File: src/sv/lpw_pkg.sv
`default_nettype none

package lpw_pkg;

    // Request opcodes
    typedef enum logic {
        OP_LOAD = 1'b0,
        OP_STEP = 1'b1
    } t_opcode;

    // Axis direction codes
    typedef logic [1:0] t_dir;
    localparam t_dir DIR_NONE  = 2'd0;
    localparam t_dir DIR_PLUS  = 2'd1;
    localparam t_dir DIR_MINUS = 2'd3;

    localparam int unsigned COLOR_BITS = 16;
    typedef logic [COLOR_BITS-1:0] t_color;

endpackage

`default_nettype wire

File: src/sv/line_pixel_walker.sv
// A step request accepted while the walker is busy shows its pixel on o_out_valid in the next cycle.
// Throughput: one request per cycle; the output register frees as it is taken, so
// o_in_ready stays high while the output is empty or i_out_ready is high.
// Load requests produce no pixel. The whole error update is one add, compare and subtract per axis.
// Reset (i_rst_n low, synchronous) idles the walker, empties the output and zeroes the color.
`default_nettype none

module line_pixel_walker #(
    parameter int unsigned COORD_BITS = 10
) (
    input  wire logic                    i_clk,
    input  wire logic                    i_rst_n,
    // configuration write
    input  wire logic                    i_cfg_valid,
    output logic                         o_cfg_ready,
    input  wire lpw_pkg::t_color         i_cfg_fore_color,
    // request channel
    input  wire logic                    i_in_valid,
    output logic                         o_in_ready,
    input  wire logic                    i_opcode,
    input  wire logic [COORD_BITS-1:0]   i_x_start,
    input  wire logic [COORD_BITS-1:0]   i_y_start,
    input  wire logic [COORD_BITS-1:0]   i_x_end,
    input  wire logic [COORD_BITS-1:0]   i_y_end,
    // pixel channel
    output logic                         o_out_valid,
    input  wire logic                    i_out_ready,
    output logic [COORD_BITS-1:0]        o_pixel_x,
    output logic [COORD_BITS-1:0]        o_pixel_y,
    output lpw_pkg::t_color              o_pixel_color,
    output logic                         o_last_pixel
);
    import lpw_pkg::*;

    localparam int unsigned CW = COORD_BITS;
    localparam int unsigned LW = COORD_BITS + 1;

    typedef logic [CW-1:0] t_coord;
    typedef logic [LW-1:0] t_len;

    // Walker state
    t_color r_fore_color;
    logic   r_busy, n_busy;
    logic   r_fast_row, n_fast_row;
    t_coord r_cur_x, n_cur_x;
    t_coord r_cur_y, n_cur_y;
    t_coord r_err_x, n_err_x;
    t_coord r_err_y, n_err_y;
    t_coord r_abs_dx, n_abs_dx;
    t_coord r_abs_dy, n_abs_dy;
    t_coord r_major, n_major;
    t_dir   r_dir_x, n_dir_x;
    t_dir   r_dir_y, n_dir_y;
    t_len   r_left, n_left;

    // Output register
    logic   r_out_valid, n_out_valid;
    t_coord r_pix_x, r_pix_y;
    t_color r_pix_color;
    logic   r_pix_last;

    logic   in_acc;
    logic   emit;

    // Load-side setup
    logic   x_fwd, x_back, y_fwd, y_back;
    t_coord ld_abs_dx, ld_abs_dy, ld_major;
    t_dir   ld_dir_x, ld_dir_y;

    // Step-side update
    t_len   sum_x, sum_y;
    logic   move_x, move_y;
    t_len   sub_x, sub_y;
    t_coord mv_x, mv_y;

    assign o_cfg_ready = 1'b1;
    assign o_in_ready  = !r_out_valid || i_out_ready;
    assign in_acc      = i_in_valid && o_in_ready;
    assign emit        = in_acc && (i_opcode == OP_STEP) && r_busy;

    // Derive deltas and directions for a load
    always_comb begin
        x_fwd     = i_x_end > i_x_start;
        x_back    = i_x_end < i_x_start;
        y_fwd     = i_y_end > i_y_start;
        y_back    = i_y_end < i_y_start;
        ld_abs_dx = x_fwd ? t_coord'(i_x_end - i_x_start)
                  : (x_back ? t_coord'(i_x_start - i_x_end) : '0);
        ld_abs_dy = y_fwd ? t_coord'(i_y_end - i_y_start)
                  : (y_back ? t_coord'(i_y_start - i_y_end) : '0);
        ld_dir_x  = x_fwd ? DIR_PLUS : (x_back ? DIR_MINUS : DIR_NONE);
        ld_dir_y  = y_fwd ? DIR_PLUS : (y_back ? DIR_MINUS : DIR_NONE);
        ld_major  = (ld_abs_dx > ld_abs_dy) ? ld_abs_dx : ld_abs_dy;
    end

    // Accumulate error terms and move each axis past the distance
    always_comb begin
        sum_x  = {1'b0, r_err_x} + {1'b0, r_abs_dx};
        sum_y  = {1'b0, r_err_y} + {1'b0, r_abs_dy};
        move_x = sum_x > {1'b0, r_major};
        move_y = sum_y > {1'b0, r_major};
        sub_x  = sum_x - {1'b0, r_major};
        sub_y  = sum_y - {1'b0, r_major};
        unique case (r_dir_x)
            DIR_PLUS:  mv_x = r_cur_x + t_coord'(1);
            DIR_MINUS: mv_x = r_cur_x - t_coord'(1);
            default:   mv_x = r_cur_x;
        endcase
        unique case (r_dir_y)
            DIR_PLUS:  mv_y = r_cur_y + t_coord'(1);
            DIR_MINUS: mv_y = r_cur_y - t_coord'(1);
            default:   mv_y = r_cur_y;
        endcase
    end

    // Next walker state
    always_comb begin
        n_busy     = r_busy;
        n_fast_row = r_fast_row;
        n_cur_x    = r_cur_x;
        n_cur_y    = r_cur_y;
        n_err_x    = r_err_x;
        n_err_y    = r_err_y;
        n_abs_dx   = r_abs_dx;
        n_abs_dy   = r_abs_dy;
        n_major    = r_major;
        n_dir_x    = r_dir_x;
        n_dir_y    = r_dir_y;
        n_left     = r_left;
        if (in_acc && (i_opcode == OP_LOAD)) begin
            n_busy   = 1'b1;
            n_cur_x  = i_x_start;
            n_cur_y  = i_y_start;
            n_err_x  = '0;
            n_err_y  = '0;
            n_abs_dx = ld_abs_dx;
            n_abs_dy = ld_abs_dy;
            n_major  = ld_major;
            n_dir_x  = ld_dir_x;
            n_dir_y  = ld_dir_y;
            if ((i_y_start == i_y_end) && !x_back) begin
                n_fast_row = 1'b1;
                n_left     = {1'b0, ld_abs_dx} + t_len'(1);
            end else begin
                n_fast_row = 1'b0;
                n_left     = {1'b0, ld_major} + t_len'(2);
            end
        end else if (emit) begin
            if (r_fast_row) begin
                n_cur_x = r_cur_x + t_coord'(1);
            end else begin
                n_err_x = move_x ? sub_x[CW-1:0] : sum_x[CW-1:0];
                n_err_y = move_y ? sub_y[CW-1:0] : sum_y[CW-1:0];
                if (move_x) begin
                    n_cur_x = mv_x;
                end
                if (move_y) begin
                    n_cur_y = mv_y;
                end
            end
            n_left = (r_left != '0) ? r_left - t_len'(1) : r_left;
            if (n_left == '0) begin
                n_busy = 1'b0;
            end
        end
    end

    // Hold the output until taken, load it on each emitted pixel
    always_comb begin
        n_out_valid = r_out_valid;
        if (i_out_ready) begin
            n_out_valid = 1'b0;
        end
        if (emit) begin
            n_out_valid = 1'b1;
        end
    end

    // Control registers
    always_ff @(posedge i_clk) begin
        if (!i_rst_n) begin
            r_busy       <= 1'b0;
            r_out_valid  <= 1'b0;
            r_fore_color <= '0;
        end else begin
            r_busy      <= n_busy;
            r_out_valid <= n_out_valid;
            if (i_cfg_valid && o_cfg_ready) begin
                r_fore_color <= i_cfg_fore_color;
            end
        end
    end

    // Walker datapath registers
    always_ff @(posedge i_clk) begin
        r_fast_row <= n_fast_row;
        r_cur_x    <= n_cur_x;
        r_cur_y    <= n_cur_y;
        r_err_x    <= n_err_x;
        r_err_y    <= n_err_y;
        r_abs_dx   <= n_abs_dx;
        r_abs_dy   <= n_abs_dy;
        r_major    <= n_major;
        r_dir_x    <= n_dir_x;
        r_dir_y    <= n_dir_y;
        r_left     <= n_left;
    end

    // Pixel payload register
    always_ff @(posedge i_clk) begin
        if (emit) begin
            r_pix_x     <= r_cur_x;
            r_pix_y     <= r_cur_y;
            r_pix_color <= r_fore_color;
            r_pix_last  <= (r_left <= t_len'(1));
        end
    end

    assign o_out_valid   = r_out_valid;
    assign o_pixel_x     = r_pix_x;
    assign o_pixel_y     = r_pix_y;
    assign o_pixel_color = r_pix_color;
    assign o_last_pixel  = r_pix_last;

endmodule

`default_nettype wire

File: config.mk
export PLATFORM = sky130hd
export DESIGN_NAME = line_pixel_walker
export DESIGN_NICKNAME = d
export VERILOG_FILES = /design/src/sv/lpw_pkg.sv /design/src/sv/line_pixel_walker.sv
export SDC_FILE = /design/constraint.sdc
export NUM_CORES = 1
export LEC_CHECK = 0
export ABC_AREA = 1
export BUFFER_PORTS_ARGS = -buffer_cell sky130_fd_sc_hd__buf_2
export CAP_MARGIN = 40
export CORE_MARGIN = 5
export CORE_UTILIZATION = 45
export DETAILED_ROUTE_END_ITERATION = 6
export SLEW_MARGIN = 15
export SYNTH_ARGS = -nofsm -noshare
export SYNTH_HDL_FRONTEND = slang
export SYNTH_SLANG_ARGS = --single-unit
export TNS_END_PERCENT = 20
File: constraint.sdc
create_clock -name i_clk -period 13.4 [get_ports i_clk]
set_input_delay 0 -clock i_clk [delete_from_list [all_inputs] [get_ports i_clk]]
set_output_delay 0 -clock i_clk [all_outputs]
set_load 0.02 [all_outputs]
==> flow_metrics.tcl, run 1 <==
set metrics [dict create \
    grt_pass1_vias 8547 \
    place_congestion 0.843 \
    synth_cells 1289 \
    final_nets 1609 \
    rsz0062_at_grt "no" \
    arrival_ps 4590 \
    tightest_slew_ps 784 \
    synth-edff-count 103 \
    drive_above_1_share 0.142 \
    wl_per_cell_um 14.5 \
    grt-ovfl-total 0 \
    worstSetupEndpointType "register" \
    h-tree-depth 4 \
    synthesis.nets 1461 \
    async_reset_ff_frac 0 \
    root_buffer "clkbuf_16" \
    io_pins 102 \
    dieArea_um2 26300 \
    outcome "finished, final reports clean" \
    cts.sinks 141 \
    grt_max_degree 45 \
    yosysUniqueCellTypes 58 \
    crit_type "in -> reg" \
    synth_area_per_cell_um2 8.07 \
    p_leak_nw 5.83 \
    clockPowerShare 0.304 \
    yosysWarningCount 0 \
    drtIter0Drc 511 \
    min_period_ps 4420 \
    p_per_area_nw_per_um2 127 \
    num_rows 55 \
    dpl.hpwl_mm 19.3 \
    power_frac_seq 0.338 \
    grtUsageTotal 0.195 \
    crit_path_max_fanout 12 \
    antenna_found_initial 0 \
    num_vias 8787 \
    ir_worst_vdd_v 0.0000744 \
    start_util 0.458 \
    setup_viol 0 \
    p_sw_frac 0.382 \
    worstPathRequired_ps 13570 \
    critPathLaunchType "input port" \
    die_h_um 162 \
    cp_slowest_cell "dlygate4sd3_1" \
    io_buffers 100 \
    core_um2 22700 \
    die_w_um 162 \
    cts_resized 0 \
    first_pass_iters 6 \
    post-route-period-util 0.330 \
    fin_skew_ps 18.7 \
    route.antenna.remaining_nets 0 \
    synth-seq-cells 141 \
    clock_path_buffers 2 \
    maxSlewHeadroom 0.472 \
    clock_latency_ps 420 \
    total_power_mw 1.57 \
    cap_violations 0 \
    ys_seq_area_frac 0.370 \
    post_cts_buffers 0 \
    hp-class "in -> reg" \
    synth_ff_type "edfxtp_1" \
    synthesis.area_um2 10400 \
    tns_ps 0 \
    final_cell_mix "nand2_1, inv_1, nor2_1" \
    layout_commonest_cell "nand2_1" \
    fmax_ghz 0.226 \
    vias_per_cell 5.06 \
    grt_pass1_wl_mm 42.0 \
    synthToLayoutAreaGrowth_pct 18.6 \
    report.final.slew_viol_count 0 \
    p_switching_uw 600 \
    postCtsHoldBufs 52 \
    routed_wl_mm 25.1 \
    n_antenna_cell 0 \
    combPwrFrac 0.358 \
    drc 0 \
    p_int_uw 970 \
    cts_tree "yes" \
    rrSetupSlack_ps 9030 \
    cts_buffers 17 \
    finalHoldViolCount 0 \
    worst_path_largest_cell_delay_ps 520 \
    clkTransAtPathRegs_ps 70 \
]
-- worst max-delay path, delay by kind of cell --
kind | cells | cell delay, ps
and+or+nand+nor | 16 | 1890
buffers and inverters | 6 | 950
AOI/OAI and AO/OA | 4 | 950
adders and majority gates | 2 | 770
-- cell families (layout without fill, tap and decap cells) --
logic type / Yosys count / count (layout) / synth area share
compound gates: 274 / 274 / 0.145
buf+inv: 223 / 384 / 0.0844
mux: 1 / 1 / 0.000962
other cells: 1 / 1 / 0.000360
simple gates: 482 / 482 / 0.212
flops: 141 / 141 / 0.370
xor+xnor: 57 / 57 / 0.0480
fa+ha+maj: 110 / 110 / 0.139
-- synth_stat cells (3+ instances only) --
cell type,count,share of area
nor2_2,4,0.0024
xor2_1,37,0.031
a21o_1,6,0.0043
nand3_1,61,0.029
nand3_2,8,0.0077
o21ai_0,97,0.047
or2_2,8,0.0048
nor2_1,122,0.044
a221oi_1,5,0.0042
xnor2_1,20,0.017
o21bai_1,6,0.0043
nand2_2,18,0.011
inv_1,183,0.066
o21a_1,4,0.0029
inv_2,7,0.0025
a21oi_2,3,0.0025
nand2_1,215,0.078
a21oi_1,114,0.055
buf_4,5,0.0036
clkbuf_1,17,0.0061
edfxtp_1,103,0.30
nor3_1,11,0.0053
dfxtp_1,38,0.073
a31oi_1,15,0.0090
o211ai_1,4,0.0029
ha_1,101,0.12
nand4_1,12,0.0072
fa_1,9,0.017
o21ai_1,6,0.0029
buf_2,7,0.0034
nand2_4,9,0.0097
-- power groups by stage --
| stage | combinational, mW | clock, mW | sequential (mW) |
|---|---|---|---|
| finish | 0.561 | 0.478 | 0.531 |
| global route | 0.636 | 0.508 | 0.534 |
| CTS | 0.561 | 0.489 | 0.531 |
| detailed placement | 0.546 | 0 | 0.540 |
| global placement | 0.541 | 0 | 0.539 |
| floorplan | 0.423 | 0 | 0.536 |
-- sequential cells by signal, indices dropped and copies added, names as in the netlist, 2 cells and up --
name           count
o_pixel_x         10
r_abs_dy          10
r_err_x           10
r_cur_y           10
r_dir_y            2
r_dir_x            2
r_left            11
r_err_y           10
o_pixel_y         10
r_major           10
r_abs_dx          10
r_fore_color      16
r_cur_x           10
o_pixel_color     16
-- path summary, 6_finish.rpt --
check	cells after the start	start	endpoint
setup / recovery	28	i_x_start[2]	r_left[5]
hold / removal	3	i_y_start[2]	r_cur_y[2]
setup reg to reg	21	r_abs_dx[0]	r_cur_x[5]
hold reg to reg	0	r_fore_color[8]	o_pixel_color[8]
-- final cells by class --
| cell class | instances | area, um^2 |
|---|---|---|
| clock buffers | 17 | 425 |
| clock inverters | 15 | 186 |
| fillers | 2117 | 10400 |
| inverters | 192 | 723 |
| multi-input cells | 925 | 5680 |
| flip-flops and latches | 141 | 3850 |
| well taps | 285 | 357 |
| repair buffers | 160 | 1110 |
-- per-stage QoR --
step	util	std cells	hold WS [ps]	setup slack [ps]	cell area [um^2]
finish	0.543	1735	9.78	8980	12300
global route	0.543	1735	48.4	8550	12300
CTS	0.543	1735	0.730	9000	12300
detailed placement	0.493	1651	228	9040	11200
global placement	0.491	1648	224	8860	11200
floorplan	-	1289	135	8370	10400
-- metal layers --
layer  routed length (um)  GRT usage  vias to the layer above
met2                11900      0.330                      161
li1                     -          -                     4610
met5                    0          0                        -
met4                  244     0.0396                        0
met3                  816     0.0287                       15
met1                12100      0.268                     4001
Note: power is estimated with default switching activity, not from simulation.
==> inputs of run 2 (changes only) <==
- PLACE_DENSITY: default -> 0.66
- clock period: 13.4 -> 3.6 ns (I/O delays scaled with it)
==> flow_metrics.tcl, run 2 (synthesized netlist as in run 1, its figures left out) <==
set metrics [dict create \
    outcome "finished, final reports clean" \
    cts_buffers 17 \
    synthToLayoutAreaGrowth_pct 31.1 \
    root_buffer "clkbuf_16" \
    worst_path_largest_cell_delay_ps 380 \
    worstPathRequired_ps 3950 \
    report.final.slew_viol_count 0 \
    drive_above_1_share 0.256 \
    fmax_ghz 0.289 \
    drc 0 \
    wl_per_cell_um 14.4 \
    rsz0062_at_grt "yes" \
    grt_pass1_vias 9349 \
    n_antenna_cell 0 \
    crit_type "reg -> reg" \
    clock_path_buffers 2 \
    cp.buffers_inverters 4 \
    tightest_slew_ps 880 \
    critPathLaunchType "register" \
    cp_slowest_cell "edfxtp_1" \
    num_rows 55 \
    total_power_mw 6.55 \
    final_cell_mix "nand2_1, inv_1, buf_4" \
    wirelength_met1_mm 12.1 \
    critical-path-top-delay-family "compound AO/OA/AOI/OAI gates" \
    num_vias 9544 \
    first_pass_iters 6 \
    cts.sinks 141 \
    top_layer "met4" \
    maxSlewHeadroom 0.413 \
    grt_max_degree 81 \
    cts_tree "yes" \
    min_period_ps 3460 \
    h-tree-depth 4 \
    worstSetupEndpointType "register" \
    setup_viol 0 \
    dr_wl_met3_mm 1.06 \
    routed-wl-met2_mm 13.4 \
    p_per_area_nw_per_um2 481 \
    final_nets 1744 \
    ir_worst_vdd_v 0.000402 \
    dieArea_um2 26300 \
    core_um2 22700 \
    start_util 0.458 \
    grt-ovfl-total 0 \
    path_common_cell "a21oi_2" \
    routed_wl_mm 27.0 \
    vias_per_cell 5.10 \
    io_pins 102 \
    p_leak_nw 6.50 \
    route.antenna.remaining_nets 0 \
    tns_ps 0 \
    fin_skew_ps 18.7 \
    hp-class "in -> reg" \
    grtUsageTotal 0.204 \
    die_h_um 162 \
    finalHoldViolCount 0 \
    post-route-period-util 0.960 \
    die_w_um 162 \
    dpl.hpwl_mm 20.5 \
    cap_violations 0 \
    place_congestion 0.941 \
    arrival_ps 3810 \
    drtIter0Drc 594 \
    layout_commonest_cell "nand2_1" \
    antenna_found_initial 0 \
    io_buffers 100 \
    grt_pass1_wl_mm 44.4 \
    clock_latency_ps 430 \
    clkTransAtPathRegs_ps 70 \
    crit_path_max_fanout 6 \
    crit_chain "ha_2 -> fa_2 -> nand3_2 -> nand2_2 -> a21oi_2 -> o21bai_1 -> xor2_1 -> ha_1 -> a21oi_2 -> o221ai_2 -> nand2_1 -> nand2_2 -> a21oi_2 -> inv_1 -> nand2_1 -> inv_2 -> o21ai_2 -> nand2_4 -> buf_6 -> inv_2 -> nor2_1 -> nor2_1 -> o21ai_1 -> a21oi_1" \
]
-- run 2: tightest hold or removal path, cell delays in order --
cell and delay [ps]:
buf_2 90, buf_4 100, nand2_1 70, o21ai_0 70
-- run 2: area by class of cell --
type                       instances  area (um^2)
clock buffer                      18          450
multi-input combinational        926         5980
clock inverter                    14          161
sequential                       141         3850
fill                            1993         9070
inverter                         192          723
tap                              285          357
timing repair buffer             294         2110
-- run 2: final timing paths --
kind | start | to | slack, ps | cells after the start
setup / recovery | r_abs_dx[0] | r_err_x[1] | 140 | 24
hold / removal | i_y_start[3] | r_cur_y[3] | 30 | 4
setup reg to reg | r_abs_dx[0] | r_err_x[1] | 140 | 24
hold reg to reg | r_fore_color[7] | o_pixel_color[7] | 430 | 0
-- run 2: report_power, final --
group          switching [mW]  internal (mW)
Sequential             0.0656           1.91
Clock                   0.808          0.976
Combinational            1.55           1.25
-- run 2: what timing repair did --
action	4_1_cts	5_1_grt
resized for setup	10	75
hold buffers	48	0
pin swaps	3	32
endpoints found under the setup margin	35	53
hold endpoints to repair	31	0
cloned	1	1
setup buffers	1	8
-- run 2: routing by layer --
| layer | global-route usage | vias to the layer above |
|---|---|---|
| li1 | - | 4887 |
| met1 | 0.271 | 4404 |
| met2 | 0.354 | 220 |
| met3 | 0.0284 | 33 |
| met4 | 0.0519 | 0 |
| met5 | 0 | - |
-- run 2: through the flow --
step	std cells	util	hold slack [ps]	cell area (um^2)	worst slack, ps
final	1870	0.600	32.4	13600	145
after global routing	1870	0.600	48.7	13600	-102
after CTS	1861	0.587	11.8	13300	7.75
after detailed placement	1779	0.537	231	12200	-308
after global placement	1779	0.537	223	12200	-212
after floorplan	1289	-	135	10400	13.4
